$ cat config.mk
export PLATFORM = sky130hd
export DESIGN_NAME = accel_motion_window_detector
export DESIGN_NICKNAME = d
export VERILOG_FILES = /design/src/hw/rtl/amwd_pkg.sv /design/src/hw/rtl/amwd_energy.sv /design/src/hw/rtl/amwd_seq.sv /design/src/hw/rtl/accel_motion_window_detector.sv
export SDC_FILE = /design/constraint.sdc
export NUM_CORES = 2
export LEC_CHECK = 0
export ABC_AREA = 1
export BUFFER_PORTS_ARGS = -buffer_cell sky130_fd_sc_hd__buf_2
export CAP_MARGIN = 20
export CORE_MARGIN = 2
export CORE_UTILIZATION = 60
export CTS_CLUSTER_SIZE = 30
export DETAILED_ROUTE_END_ITERATION = 16
export PLACE_DENSITY_LB_ADDON = 0.1
export SYNTH_ARGS = -nofsm -noshare
export SYNTH_HDL_FRONTEND = slang
export SYNTH_SLANG_ARGS = --single-unit
$ cat constraint.sdc
create_clock -name clk -period 14.1 [get_ports clk]
set_input_delay 1.41 -clock clk [delete_from_list [all_inputs] [get_ports clk]]
set_output_delay 1.41 -clock clk [all_outputs]
set_load 0.02 [all_outputs]
$ cat src/hw/rtl/amwd_pkg.sv
`timescale 1ns / 1ps

package amwd_pkg;

    // Default geometry
    localparam int SAMPLE_BITS_DEF = 16;
    localparam int ENERGY_BITS_DEF = 48;
    localparam int TICK_BITS_DEF   = 24;

    // Fixed field widths
    localparam int OP_BITS      = 3;
    localparam int CFG_IDX_BITS = 3;
    localparam int LIMIT_BITS   = 32;

    // Divisor of the limit in repeated mode
    localparam int LIMIT_DIV = 15;

    // Register reset values
    localparam int unsigned SENSE_TICKS_RST   = 1000;
    localparam int unsigned REST_TICKS_RST    = 1000;
    localparam int unsigned OVERALL_TICKS_RST = 10000;
    localparam int unsigned MOTION_LIMIT_RST  = 1000;

    // Request operations
    typedef enum logic [OP_BITS-1:0] {
        OP_START  = 3'd0,
        OP_SAMPLE = 3'd1,
        OP_MOTION = 3'd2,
        OP_TICK   = 3'd3,
        OP_STOP   = 3'd4
    } op_t;

    // Configuration register indexes
    typedef enum logic [CFG_IDX_BITS-1:0] {
        CFG_SENSE_TICKS   = 3'd0,
        CFG_REST_TICKS    = 3'd1,
        CFG_OVERALL_TICKS = 3'd2,
        CFG_MOTION_LIMIT  = 3'd3,
        CFG_REPEATED_MODE = 3'd4
    } cfg_idx_t;

    // Detector phase
    typedef enum logic [1:0] {
        PH_IDLE  = 2'd0,
        PH_SENSE = 2'd1,
        PH_REST  = 2'd2
    } phase_t;

    // Verdict strobe from the sequencer to the result register
    typedef struct packed {
        logic valid;
        logic moved;
    } verdict_t;

endpackage

$ cat src/hw/rtl/amwd_energy.sv
`timescale 1ns / 1ps

// Squared distance of one sample from the reference, saturating accumulate
// and threshold compare.
module amwd_energy #(
    parameter int SAMPLE_BITS = amwd_pkg::SAMPLE_BITS_DEF,
    parameter int ENERGY_BITS = amwd_pkg::ENERGY_BITS_DEF
) (
    input  logic signed [SAMPLE_BITS-1:0]   x,
    input  logic signed [SAMPLE_BITS-1:0]   y,
    input  logic signed [SAMPLE_BITS-1:0]   z,
    input  logic                            have_ref,
    input  logic signed [SAMPLE_BITS-1:0]   ref_x,
    input  logic signed [SAMPLE_BITS-1:0]   ref_y,
    input  logic signed [SAMPLE_BITS-1:0]   ref_z,
    input  logic [ENERGY_BITS-1:0]          energy,
    input  logic [amwd_pkg::LIMIT_BITS-1:0] motion_limit,
    input  logic                            repeated_mode,
    output logic [ENERGY_BITS-1:0]          energy_sum,
    output logic                            over_limit
);

    localparam int DIFF_W = SAMPLE_BITS + 1;
    localparam int SQ_W   = 2 * SAMPLE_BITS;
    localparam int ADD_W  = SQ_W + 2;
    localparam int SUM_W  = ((ENERGY_BITS > ADD_W) ? ENERGY_BITS : ADD_W) + 1;
    localparam int CMP_W  = ((ENERGY_BITS > amwd_pkg::LIMIT_BITS) ?
                             ENERGY_BITS : amwd_pkg::LIMIT_BITS) + 4;

    logic signed [SAMPLE_BITS-1:0] rx, ry, rz;
    logic signed [DIFF_W-1:0]      dx, dy, dz;
    logic signed [2*DIFF_W-1:0]    px, py, pz;
    logic [SQ_W-1:0]               sqx, sqy, sqz;
    logic [ADD_W-1:0]              add;
    logic [SUM_W-1:0]              total;
    logic [CMP_W-1:0]              e_cmp;
    logic [CMP_W-1:0]              lim_cmp;

    // First sample of a window is its own reference
    assign rx = have_ref ? ref_x : x;
    assign ry = have_ref ? ref_y : y;
    assign rz = have_ref ? ref_z : z;

    // Axis differences and squares
    assign dx = DIFF_W'(x) - DIFF_W'(rx);
    assign dy = DIFF_W'(y) - DIFF_W'(ry);
    assign dz = DIFF_W'(z) - DIFF_W'(rz);

    assign px = dx * dx;
    assign py = dy * dy;
    assign pz = dz * dz;

    assign sqx = SQ_W'(px);
    assign sqy = SQ_W'(py);
    assign sqz = SQ_W'(pz);

    assign add = ADD_W'(sqx) + ADD_W'(sqy) + ADD_W'(sqz);

    // Saturating accumulate
    assign total      = SUM_W'(energy) + SUM_W'(add);
    assign energy_sum = (|total[SUM_W-1:ENERGY_BITS]) ? '1 : total[ENERGY_BITS-1:0];

    // energy > floor(limit / 15) is the same as 15 * energy > limit
    assign e_cmp   = CMP_W'(energy_sum);
    assign lim_cmp = CMP_W'(motion_limit);

    always_comb
    begin
        if (repeated_mode)
        begin
            over_limit = (e_cmp * CMP_W'(amwd_pkg::LIMIT_DIV)) > lim_cmp;
        end
        else
        begin
            over_limit = e_cmp > lim_cmp;
        end
    end

endmodule

$ cat src/hw/rtl/amwd_seq.sv
`timescale 1ns / 1ps

// Window sequencer: phase, tick counters, reference and energy state.
module amwd_seq #(
    parameter int SAMPLE_BITS = amwd_pkg::SAMPLE_BITS_DEF,
    parameter int ENERGY_BITS = amwd_pkg::ENERGY_BITS_DEF,
    parameter int TICK_BITS   = amwd_pkg::TICK_BITS_DEF
) (
    input  logic                            clk,
    input  logic                            rst_n,
    input  logic                            item_valid,
    input  logic [amwd_pkg::OP_BITS-1:0]    op,
    input  logic signed [SAMPLE_BITS-1:0]   x,
    input  logic signed [SAMPLE_BITS-1:0]   y,
    input  logic signed [SAMPLE_BITS-1:0]   z,
    input  logic [TICK_BITS-1:0]            sense_ticks,
    input  logic [TICK_BITS-1:0]            rest_ticks,
    input  logic [TICK_BITS-1:0]            overall_ticks,
    input  logic [amwd_pkg::LIMIT_BITS-1:0] motion_limit,
    input  logic                            repeated_mode,
    output amwd_pkg::verdict_t              verdict,
    output logic [ENERGY_BITS-1:0]          verdict_energy
);

    amwd_pkg::phase_t              phase_reg, phase_next;
    logic [TICK_BITS-1:0]          phase_count_reg, phase_count_next;
    logic [TICK_BITS-1:0]          overall_count_reg, overall_count_next;
    logic [ENERGY_BITS-1:0]        energy_reg, energy_next;
    logic                          have_ref_reg, have_ref_next;
    logic signed [SAMPLE_BITS-1:0] ref_x_reg, ref_x_next;
    logic signed [SAMPLE_BITS-1:0] ref_y_reg, ref_y_next;
    logic signed [SAMPLE_BITS-1:0] ref_z_reg, ref_z_next;

    logic [ENERGY_BITS-1:0] sum_sat;
    logic                   over_limit;
    logic [TICK_BITS-1:0]   overall_inc;
    logic [TICK_BITS-1:0]   phase_inc;
    logic                   overall_done;
    logic                   in_sense;

    amwd_energy #(
        .SAMPLE_BITS (SAMPLE_BITS),
        .ENERGY_BITS (ENERGY_BITS)
    ) u_energy (
        .x             (x),
        .y             (y),
        .z             (z),
        .have_ref      (have_ref_reg),
        .ref_x         (ref_x_reg),
        .ref_y         (ref_y_reg),
        .ref_z         (ref_z_reg),
        .energy        (energy_reg),
        .motion_limit  (motion_limit),
        .repeated_mode (repeated_mode),
        .energy_sum    (sum_sat),
        .over_limit    (over_limit)
    );

    // Counter increments wrap at the tick width
    assign overall_inc  = overall_count_reg + TICK_BITS'(1);
    assign phase_inc    = phase_count_reg + TICK_BITS'(1);
    assign overall_done = overall_inc >= overall_ticks;
    assign in_sense     = phase_reg == amwd_pkg::PH_SENSE;

    // Next state
    always_comb
    begin
        phase_next         = phase_reg;
        phase_count_next   = phase_count_reg;
        overall_count_next = overall_count_reg;
        energy_next        = energy_reg;
        have_ref_next      = have_ref_reg;
        ref_x_next         = ref_x_reg;
        ref_y_next         = ref_y_reg;
        ref_z_next         = ref_z_reg;
        if (item_valid)
        begin
            case (op)
                amwd_pkg::OP_START:
                begin
                    overall_count_next = '0;
                    phase_next         = amwd_pkg::PH_SENSE;
                    phase_count_next   = '0;
                    energy_next        = '0;
                    have_ref_next      = 1'b0;
                end
                amwd_pkg::OP_STOP:
                begin
                    phase_next       = amwd_pkg::PH_IDLE;
                    phase_count_next = '0;
                    have_ref_next    = 1'b0;
                end
                amwd_pkg::OP_SAMPLE:
                begin
                    if (in_sense)
                    begin
                        if (!have_ref_reg)
                        begin
                            have_ref_next = 1'b1;
                            ref_x_next    = x;
                            ref_y_next    = y;
                            ref_z_next    = z;
                        end
                        energy_next = sum_sat;
                        if (over_limit)
                        begin
                            phase_next       = amwd_pkg::PH_IDLE;
                            phase_count_next = '0;
                            have_ref_next    = 1'b0;
                        end
                    end
                end
                amwd_pkg::OP_MOTION:
                begin
                    if (in_sense)
                    begin
                        phase_next       = amwd_pkg::PH_IDLE;
                        phase_count_next = '0;
                        have_ref_next    = 1'b0;
                    end
                end
                amwd_pkg::OP_TICK:
                begin
                    if (phase_reg != amwd_pkg::PH_IDLE)
                    begin
                        overall_count_next = overall_inc;
                        if (overall_done)
                        begin
                            phase_next       = amwd_pkg::PH_IDLE;
                            phase_count_next = '0;
                            have_ref_next    = 1'b0;
                        end
                        else if (in_sense)
                        begin
                            if (phase_inc >= sense_ticks)
                            begin
                                // Sensing window closes; an empty rest reopens it at once
                                have_ref_next    = 1'b0;
                                phase_count_next = '0;
                                if (rest_ticks == '0)
                                begin
                                    phase_next  = amwd_pkg::PH_SENSE;
                                    energy_next = '0;
                                end
                                else
                                begin
                                    phase_next = amwd_pkg::PH_REST;
                                end
                            end
                            else
                            begin
                                phase_count_next = phase_inc;
                            end
                        end
                        else if (phase_inc >= rest_ticks)
                        begin
                            phase_next       = amwd_pkg::PH_SENSE;
                            phase_count_next = '0;
                            energy_next      = '0;
                            have_ref_next    = 1'b0;
                        end
                        else
                        begin
                            phase_count_next = phase_inc;
                        end
                    end
                end
                default:
                begin
                end
            endcase
        end
    end

    // Verdict outputs
    always_comb
    begin
        verdict.valid  = 1'b0;
        verdict.moved  = 1'b0;
        verdict_energy = energy_reg;
        if (item_valid)
        begin
            case (op)
                amwd_pkg::OP_SAMPLE:
                begin
                    verdict.valid  = in_sense && over_limit;
                    verdict.moved  = 1'b1;
                    verdict_energy = sum_sat;
                end
                amwd_pkg::OP_MOTION:
                begin
                    verdict.valid = in_sense;
                    verdict.moved = 1'b1;
                end
                amwd_pkg::OP_TICK:
                begin
                    verdict.valid = (phase_reg != amwd_pkg::PH_IDLE) && overall_done;
                    verdict.moved = 1'b0;
                end
                default:
                begin
                end
            endcase
        end
    end

    // State registers
    always_ff @(posedge clk or negedge rst_n)
    begin
        if (!rst_n)
        begin
            phase_reg         <= amwd_pkg::PH_IDLE;
            phase_count_reg   <= '0;
            overall_count_reg <= '0;
            energy_reg        <= '0;
            have_ref_reg      <= 1'b0;
            ref_x_reg         <= '0;
            ref_y_reg         <= '0;
            ref_z_reg         <= '0;
        end
        else
        begin
            phase_reg         <= phase_next;
            phase_count_reg   <= phase_count_next;
            overall_count_reg <= overall_count_next;
            energy_reg        <= energy_next;
            have_ref_reg      <= have_ref_next;
            ref_x_reg         <= ref_x_next;
            ref_y_reg         <= ref_y_next;
            ref_z_reg         <= ref_z_next;
        end
    end

    // A verdict always leaves the detector idle
    a_verdict_idles: assert property (@(posedge clk) disable iff (!rst_n)
        verdict.valid |=> phase_reg == amwd_pkg::PH_IDLE)
        else $error("detector not idle after a verdict");

    // A reference is only held inside a sensing window
    a_ref_in_sense: assert property (@(posedge clk) disable iff (!rst_n)
        have_ref_reg |-> phase_reg == amwd_pkg::PH_SENSE)
        else $error("reference held outside sensing");

    // A start clears the energy
    a_start_clears: assert property (@(posedge clk) disable iff (!rst_n)
        (item_valid && op == amwd_pkg::OP_START) |=> energy_reg == '0)
        else $error("energy not cleared by start");

endmodule

$ cat src/hw/rtl/accel_motion_window_detector.sv
`timescale 1ns / 1ps

// Accelerometer motion detector over alternating sensing and rest windows.
// One request is taken per clock unless the input side stalls. A request is
// captured in an input register and processed by the sequencer (three
// squarers, a saturating add and the threshold compare form the longest
// path) once the result register can take a verdict. Any verdict is loaded
// into the result register at the end of that same cycle, so it is presented
// in the cycle after its request is processed. While a result waits to be
// taken, one more request can be captured; the input side stalls only when a
// request is waiting behind a result register that is full and not being drained.
// The operation travels on tuser; samples on tdata. Configuration writes
// belong to idle periods.
module accel_motion_window_detector #(
    parameter int SAMPLE_BITS = amwd_pkg::SAMPLE_BITS_DEF,
    parameter int ENERGY_BITS = amwd_pkg::ENERGY_BITS_DEF,
    parameter int TICK_BITS   = amwd_pkg::TICK_BITS_DEF,
    localparam int IN_DATA_W  = ((3 * SAMPLE_BITS + 7) / 8) * 8,
    localparam int OUT_DATA_W = ((1 + ENERGY_BITS + 7) / 8) * 8,
    localparam int CFG_W      = (TICK_BITS > amwd_pkg::LIMIT_BITS) ?
                                TICK_BITS : amwd_pkg::LIMIT_BITS
) (
    input  logic                              clk,
    input  logic                              rst_n,
    // Request stream
    input  logic                              s_axis_tvalid,
    output logic                              s_axis_tready,
    input  logic [IN_DATA_W-1:0]              s_axis_tdata,  // accel_x, accel_y, accel_z
    input  logic [amwd_pkg::OP_BITS-1:0]      s_axis_tuser,  // operation
    // Verdict stream
    output logic                              m_axis_tvalid,
    input  logic                              m_axis_tready,
    output logic [OUT_DATA_W-1:0]             m_axis_tdata,  // moved, energy_seen
    // Configuration
    input  logic                              cfg_we,
    input  logic [amwd_pkg::CFG_IDX_BITS-1:0] cfg_index,
    input  logic [CFG_W-1:0]                  cfg_wdata
);

    logic [TICK_BITS-1:0]            sense_ticks_reg;
    logic [TICK_BITS-1:0]            rest_ticks_reg;
    logic [TICK_BITS-1:0]            overall_ticks_reg;
    logic [amwd_pkg::LIMIT_BITS-1:0] motion_limit_reg;
    logic                            repeated_mode_reg;

    logic                            in_valid_reg;
    logic [amwd_pkg::OP_BITS-1:0]    in_op_reg;
    logic signed [SAMPLE_BITS-1:0]   in_x_reg, in_y_reg, in_z_reg;

    logic                            out_valid_reg, out_valid_next;
    logic                            out_moved_reg;
    logic [ENERGY_BITS-1:0]          out_energy_reg;

    logic                            out_free;
    logic                            fire;
    amwd_pkg::verdict_t              verdict;
    logic [ENERGY_BITS-1:0]          verdict_energy;

    // Configuration registers
    always_ff @(posedge clk or negedge rst_n)
    begin
        if (!rst_n)
        begin
            sense_ticks_reg   <= TICK_BITS'(amwd_pkg::SENSE_TICKS_RST);
            rest_ticks_reg    <= TICK_BITS'(amwd_pkg::REST_TICKS_RST);
            overall_ticks_reg <= TICK_BITS'(amwd_pkg::OVERALL_TICKS_RST);
            motion_limit_reg  <= amwd_pkg::LIMIT_BITS'(amwd_pkg::MOTION_LIMIT_RST);
            repeated_mode_reg <= 1'b0;
        end
        else if (cfg_we)
        begin
            case (cfg_index)
                amwd_pkg::CFG_SENSE_TICKS:   sense_ticks_reg   <= cfg_wdata[TICK_BITS-1:0];
                amwd_pkg::CFG_REST_TICKS:    rest_ticks_reg    <= cfg_wdata[TICK_BITS-1:0];
                amwd_pkg::CFG_OVERALL_TICKS: overall_ticks_reg <= cfg_wdata[TICK_BITS-1:0];
                amwd_pkg::CFG_MOTION_LIMIT:
                    motion_limit_reg <= cfg_wdata[amwd_pkg::LIMIT_BITS-1:0];
                amwd_pkg::CFG_REPEATED_MODE: repeated_mode_reg <= cfg_wdata[0];
                default:
                begin
                end
            endcase
        end
    end

    // Handshake: a request is processed once the result slot can take a verdict
    assign out_free      = !out_valid_reg || m_axis_tready;
    assign fire          = in_valid_reg && out_free;
    assign s_axis_tready = !in_valid_reg || fire;

    // Input register
    always_ff @(posedge clk or negedge rst_n)
    begin
        if (!rst_n)
        begin
            in_valid_reg <= 1'b0;
        end
        else if (s_axis_tready)
        begin
            in_valid_reg <= s_axis_tvalid;
        end
    end

    always_ff @(posedge clk)
    begin
        if (s_axis_tready && s_axis_tvalid)
        begin
            in_op_reg <= s_axis_tuser;
            in_x_reg  <= s_axis_tdata[SAMPLE_BITS-1:0];
            in_y_reg  <= s_axis_tdata[2*SAMPLE_BITS-1:SAMPLE_BITS];
            in_z_reg  <= s_axis_tdata[3*SAMPLE_BITS-1:2*SAMPLE_BITS];
        end
    end

    amwd_seq #(
        .SAMPLE_BITS (SAMPLE_BITS),
        .ENERGY_BITS (ENERGY_BITS),
        .TICK_BITS   (TICK_BITS)
    ) u_seq (
        .clk            (clk),
        .rst_n          (rst_n),
        .item_valid     (fire),
        .op             (in_op_reg),
        .x              (in_x_reg),
        .y              (in_y_reg),
        .z              (in_z_reg),
        .sense_ticks    (sense_ticks_reg),
        .rest_ticks     (rest_ticks_reg),
        .overall_ticks  (overall_ticks_reg),
        .motion_limit   (motion_limit_reg),
        .repeated_mode  (repeated_mode_reg),
        .verdict        (verdict),
        .verdict_energy (verdict_energy)
    );

    // Result register
    always_comb
    begin
        out_valid_next = out_valid_reg;
        if (verdict.valid)
        begin
            out_valid_next = 1'b1;
        end
        else if (m_axis_tready)
        begin
            out_valid_next = 1'b0;
        end
    end

    always_ff @(posedge clk or negedge rst_n)
    begin
        if (!rst_n)
        begin
            out_valid_reg <= 1'b0;
        end
        else
        begin
            out_valid_reg <= out_valid_next;
        end
    end

    always_ff @(posedge clk)
    begin
        if (verdict.valid)
        begin
            out_moved_reg  <= verdict.moved;
            out_energy_reg <= verdict_energy;
        end
    end

    assign m_axis_tvalid = out_valid_reg;
    assign m_axis_tdata  = OUT_DATA_W'({out_energy_reg, out_moved_reg});

    // An empty input register always takes a request
    a_in_ready: assert property (@(posedge clk) disable iff (!rst_n)
        !in_valid_reg |-> s_axis_tready)
        else $error("input stalled while empty");

endmodule

## Word level (Yosys, flattened, before mapping)

Index checks and enable logic that the tools add are counted.

| storage, ports and cells | value |
|---|---|
| register bits after elaboration | 354 |
| output and inout bits | 58 |
| logic and storage cells | 135 |

| operators by class | value |
|---|---|
| add/subtract/negate cells | 8 |
| multipliers | 4 |
| magnitude comparators | 5 |
| eq/ne operators | 19 |
| mux-type cells | 49 |
| reduce and logical (&&, ||, !) cells | 29 |

Operators by type and width:

| cell | count |
|---|---|
| $mux W48 | 10 |
| $mux W24 | 9 |
| $pmux W48 S3 | 1 |
| $mul A17 B17 Y32 | 3 |
| $pmux W24 S4 | 1 |
| $ge A24 B24 Y1 | 3 |
| $gt A52 B32 Y1 | 1 |
| $mul A48 B4 Y52 const B | 1 |
| $sub A16 B16 Y17 | 3 |
| $add A48 B34 Y49 | 1 |
| $add A24 B1 Y24 const B | 2 |
| $gt A48 B32 Y1 | 1 |
| $mux W16 | 3 |
| $pmux W24 S2 | 1 |
| $add A33 B32 Y34 | 1 |
| $add A32 B32 Y33 | 1 |
| $logic_not A24 Y1 | 1 |
| $mux W2 | 10 |
| $reduce_and A8 Y1 | 2 |
| $eq A3 B2 Y1 const B | 4 |
| $mux W1 | 11 |
| $pmux W2 S5 | 1 |
| $reduce_and A2 Y1 | 5 |
| $ne A2 B1 Y1 const B | 4 |
| 22 further kinds | 34 |

## Logic depth before layout (Yosys ltp)

| logic depth | value |
|---|---|
| depth after elaboration | 14 |
| depth in mapped cells | 90 |
| depth with buffers taken out | 87 |

## Modules after synthesis

Synthesis repeated with hierarchy kept, for this count alone.

| second synthesis, totals | value |
|---|---|
| cell total of the unflattened synthesis | 7361 |
| area total of the unflattened synthesis | 59619.7 um^2 |

By module, submodules not included:

| module | times used | cells an instance | area each (um^2) | sequential area each (um^2) |
|---|---|---|---|---|
| amwd_energy | 1 | 5436 | 42305.6 | 0.0 |
| amwd_seq | 1 | 1342 | 9899.5 | 3678.5 |
| accel_motion_window_detector | 1 | 583 | 7414.6 | 5709.2 |

## Worst setup path after synthesis

Ideal clock, no wire load.

| timing | value |
|---|---|
| path type | reg-to-reg |
| from | register u_seq.have_ref_reg |
| to | register out_energy_reg[0] (enable) |
| data arrival time | 15.080 ns |
| slack | -1.384 ns |
| cell stages (with the launch flop) | 77 |
| buffers on the path | 4 |
| period minus slack after synthesis | 15.484 ns |
| cells stage by stage | dfrtp_1 > clkbuf_1 > clkbuf_1 > mux2i_1 > ha_1 > nand3_1 > nand2_1 > a21oi_1 > o21bai_1 > nand2_1 > nand2_1 > a21oi_1 > o21ai_1 > xor2_1 > inv_1 > clkbuf_1 > nor2_1 > inv_1 > [... 41 more ...] > nand2_1 > nand2_2 > nand2_1 > nand2_2 > xnor2_1 > inv_1 > ha_1 > nand4_1 > nor2_1 > nand2_1 > o211a_1 > o211ai_2 > nand3_2 > nand2_1 > nand2_1 > nand2_1 > nand2_1 > inv_1 |

| between the ends | value |
|---|---|
| word-level cells in the longest chain between the ends | 13 |
| elaborated cells on any way between the ends | 20 |
| those cells by class | add/sub: 6; mul: 4; order compare: 2; mux: 7; reduce/logical: 1 |

RTL lines:

| what | line | RTL |
|---|---|---|
| start: declaration | amwd_seq.sv:29 | `logic have_ref_reg, have_ref_next;` |
| start signal: assignment | amwd_seq.sv:227 | `have_ref_reg <= have_ref_next;` |
| $mux W16 | - |  |
| $sub A16 B16 Y17 (on tied branches) | amwd_energy.sv:45, amwd_energy.sv:46 |  |
| $mul A17 B17 Y32 (on tied branches) | amwd_energy.sv:49, amwd_energy.sv:50 |  |
| $add A32 B32 Y33 | amwd_energy.sv:57 | `assign add = ADD_W'(sqx) + ADD_W'(sqy) + ADD_W'(sqz);` |
| $add A33 B32 Y34 (*) | amwd_energy.sv:57 |  |
| $add A48 B34 Y49 (*) | amwd_energy.sv:60 | `assign total = SUM_W'(energy) + SUM_W'(add);` |
| $mux W48 (*) | amwd_energy.sv:61 | `assign energy_sum = (\|total[SUM_W-1:ENERGY_BITS]) ? '1 : total[ENERGY_BITS-1:0];` |
| $mul A48 B4 Y52 | amwd_energy.sv:71 | `over_limit = (e_cmp * CMP_W'(amwd_pkg::LIMIT_DIV)) > lim_cmp;` |
| $gt A52 B32 Y1 | amwd_energy.sv:71 |  |
| $mux W1 (*) | amwd_energy.sv:69 | `if (repeated_mode)` |
| $logic_and A1 B1 Y1 (*) | amwd_seq.sv:186 | `verdict.valid = in_sense && over_limit;` |
| $pmux W2 S3 (*) | amwd_seq.sv:183 | `case (op)` |
| $mux W2 (*) | amwd_seq.sv:181 | `if (item_valid)` |
| end signal: assignment | accel_motion_window_detector.sv:167 | `out_energy_reg <= verdict_energy;` |
| end: declaration | accel_motion_window_detector.sv:52 | `logic [ENERGY_BITS-1:0] out_energy_reg;` |

Every way passes the cells marked *; elsewhere a longest branch is shown, timed or not.
A chain may end at the register's enable or synchronous reset.

## Worst setup path after layout

| timing | value |
|---|---|
| from | register u_seq.have_ref_reg |
| to | register out_energy_reg[23] (enable) |

| between the ends | value |
|---|---|
| word-level cells in the longest chain between the ends | 13 |
| elaborated cells on any way between the ends | 20 |
| those cells by class | add/sub: 6; mul: 4; order compare: 2; mux: 7; reduce/logical: 1 |

RTL lines:

| what | line | RTL |
|---|---|---|
| $mux W16 (*) | - |  |
| net u_seq.u_energy.ry[0] | amwd_energy.sv:30 | `logic signed [SAMPLE_BITS-1:0] rx, ry, rz;` |
| $sub A16 B16 Y17 (*) | amwd_energy.sv:46 | `assign dy = DIFF_W'(y) - DIFF_W'(ry);` |
| $mul A17 B17 Y32 (*) | amwd_energy.sv:50 | `assign py = dy * dy;` |
| $add A32 B32 Y33 (*) | amwd_energy.sv:57 |  |
| $add A33 B32 Y34 (*) | amwd_energy.sv:57 |  |
| $add A48 B34 Y49 (*) | amwd_energy.sv:60 |  |
| $mux W48 (*) | amwd_energy.sv:61 |  |
| $mul A48 B4 Y52 | amwd_energy.sv:71 |  |
| $gt A52 B32 Y1 | amwd_energy.sv:71 |  |
| $mux W1 (*) | amwd_energy.sv:69 |  |
| $logic_and A1 B1 Y1 (*) | amwd_seq.sv:186 |  |
| $pmux W2 S3 (*) | amwd_seq.sv:183 |  |
| $mux W2 (*) | amwd_seq.sv:181 |  |

Mark *: on every way through the listed nets, which the timed path passes. The rest lies on a longest branch.

==> results by group <==
Outcome
  – Status: finished, violations left
  – Failing checks: negative setup slack

Worst setup path
  – CP Capture Type: flop
  – CP max-delay cell: fa_1
  – Kind of critical path: reg2reg
  – R2R Setup Slk: -0.96 ns
  – Critical Path AT: 15.41 ns
  – Crit path max-delay family: adder cells
  – Max stage delay on crit path: 0.57 ns
  – WP data required: 14.44 ns
  – Startpoint Class: flop
  – CP dominant cell by count: fa_1
  – CP Buf/Inv Count: 23
  – Top fanout value on the critical path: 8

Synth
  – Most used flip-flop cell after synthesis: dfrtp_1
  – Syn Area/Cell: 8.264 sq um
  – Largest area contributor in the netlist: fa_1
  – Ys Warns: 0
  – Asr flop ratio synth: 0.7175
  – Post-synth EDFFs: 100
  – Synthesized instance count: 7007
  – Post-synth top cells: inv_1, nand2_1, fa_1, nor2_1, ha_1
  – Synth top area cells: fa_1, ha_1, inv_1, dfrtp_1, nand2_1
  – Sequential element share of the synthesized area: 0.1621
  – Most common cell in the synthesized netlist: inv_1
  – Post-synth top area share: 0.3208
  – Syn Std Cell Area: 0.05791 sq mm
  – Distinct cells, synth: 66
  – Synthesized flop and latch total: 354

Flow run
  – Max-Cap Viols: 0

Worst hold path
  – Worst min-delay path category: reg2reg

Final layout
  – Finished Cell Area: 0.07653 sq mm
  – Final non-filler cell total: 9748
  – Core Util, Final: 0.8031
  – Fin nets: 9986
  – Area Growth Syn to Fin: 32.17%
  – Share of cells above drive strength 1: 0.2903

CTS
  – # hold bufs at CTS: 0
  – # H-tree levels: 2
  – Clock tree buffer depth: 3
  – Cts bufs inserted: 44
  – Worst skew pair latency: 0.68 ns
  – Clock root buffer: clkbuf_16
  – TritonCTS clock tree: yes
  – Num Clock Sinks: 354
  – Clock-pin slew on the worst setup and hold paths: 0.06 ns

Global route
  – All-Layer GR Usage: 0.3771
  – Total congestion overflow: 0
  – Global-route wire length before repair: 288.0 mm
  – Largest net degree at the start of global routing: 81
  – Vias in the first global route: 54220
  – Initial antenna violation count: 9

Floorplan
  – Cell Rows: 113
  – I/O pins: 149
  – Core Area: 0.09529 sq mm
  – Die width: 314.7 um
  – Die area: 0.09901 sq mm
  – Die Y: 314.7 um
  – Starting density of the core: 0.6077

Routing
  – DRC: 0
  – Vias post-DR: 52810
  – Pre-Repair DR Iteration Count: 8
  – DR WL/cell: 19.37 um
  – Post-Route WL: 188.8 mm
  – Vias per cell: 5.418
  – DRT iter0 DRCs: 4183
  – Number of antenna-violating nets in the routed design: 0

STA
  – Fin. Hold Viols: 0
  – Tmin final: 15.06 ns
  – Final setup TNS: -71.27 ns
  – Max Clock Freq: 0.06638 GHz
  – Final Slew Violations: 0
  – Unrepaired setup endpoints after global routing: yes
  – Setup Skew: 0.06022 ns
  – Worst-margin pin slew: 0.9505 ns
  – Final setup viols: 77
  – Tcrit/Tclk final: 1.068
  – Normalized max-slew margin: 0.3664
  – PnR worst setup slack: -0.9644 ns

Placed design
  – GPL Wtd Cong: 1.030
  – Port Buffers: 141
  – Placed insts: 9547
  – Post-place instance area: 0.07053 sq mm
  – Post-DP HPWL: 152.0 mm
-- final timing paths --
path,cells after the start,startpoint,to
hold reg to reg,2,u_seq.phase_count_reg[5],u_seq.phase_count_reg[5]
max in group asynchronous,3,rst_n,motion_limit_reg[25]
setup / recovery,75,u_seq.have_ref_reg,out_energy_reg[23]
hold / removal,2,u_seq.phase_count_reg[5],u_seq.phase_count_reg[5]
min in group asynchronous,1,rst_n,sense_ticks_reg[4]
setup reg to reg,75,u_seq.have_ref_reg,out_energy_reg[23]
-- layout make-up --
type / instances / area (sq um)
fill: 6310 / 18760
timing repair buffer: 1520 / 11870
antenna: 3 / 7.507
multi-input combinational: 4779 / 45520
inverter: 1745 / 6601
clock inverter: 32 / 407.9
sequential: 354 / 9392
clock buffer: 50 / 1154
tap: 1265 / 1583
-- repair_timing --
item	in CTS	in global routing
resized for setup	259	541
pin swaps	74	260
gates cloned	5	9
setup buffers	37	68
endpoints found under the setup margin	77	77
-- cell families after synthesis --
family                     Yosys count  synth area share
AOI/OAI and AO/OA                  817           0.07679
muxes                               45          0.007779
buffers and inverters             1880            0.1234
other                                1        0.00006476
and+or+nand+nor                   2211            0.1584
xor gates and xnor gates           248           0.03751
adders and majority gates         1451            0.4338
DFF                                354            0.1621
-- cell usage in the layout (no fill, tap or decap), types with 37 or more instances in the layout --
cell type  instances
fa_1             886
inv_1           1632
nor2_1           434
buf_4           1287
buf_6             47
fa_2              42
nor3_1            37
inv_2             96
o21ai_0          306
clkbuf_16         52
dfrtp_1          230
buf_2            140
nand2_1         1144
a21oi_2           67
edfxtp_1         100
ha_1             429
nor2_2            96
ha_4              88
xnor2_1           74
nand2_2           99
nand3_2           41
xor2_1           139
nand4_1           51
nand3_1          124
nor2_4            47
a21oi_1          213
-- per-stage QoR --
step	setup slack (ns)	hold WS (ns)
floorplan	-0.08391	0.4419
global placement	-1.433	0.4573
CTS	-0.7835	0.4786
global route	-1.457	0.4953
detailed placement	-1.581	0.4639
finish	-0.9644	0.4798
-- worst register-to-register path, delay by kind of cell (launching register included) --
family / cells / cell delay, ns
fa+ha+maj: 16 / 6.51
simple gates: 24 / 2.88
buf+inv: 23 / 2.84
compound gates: 9 / 1.49
flops: 1 / 0.54
xor+xnor: 3 / 0.46
-- metal layers --
layer,up-vias,part of all wire,track usage
met5,-,0.00015,0
met1,25990,0.39,0.4870
met3,551,0.076,0.05519
met2,2051,0.48,0.6303
met4,4,0.054,0.1737
li1,24220,-,-
Power is left out: the tool's default activity adds up to more than one toggle a clock period on the data nets, which glitch-free logic cannot reach.
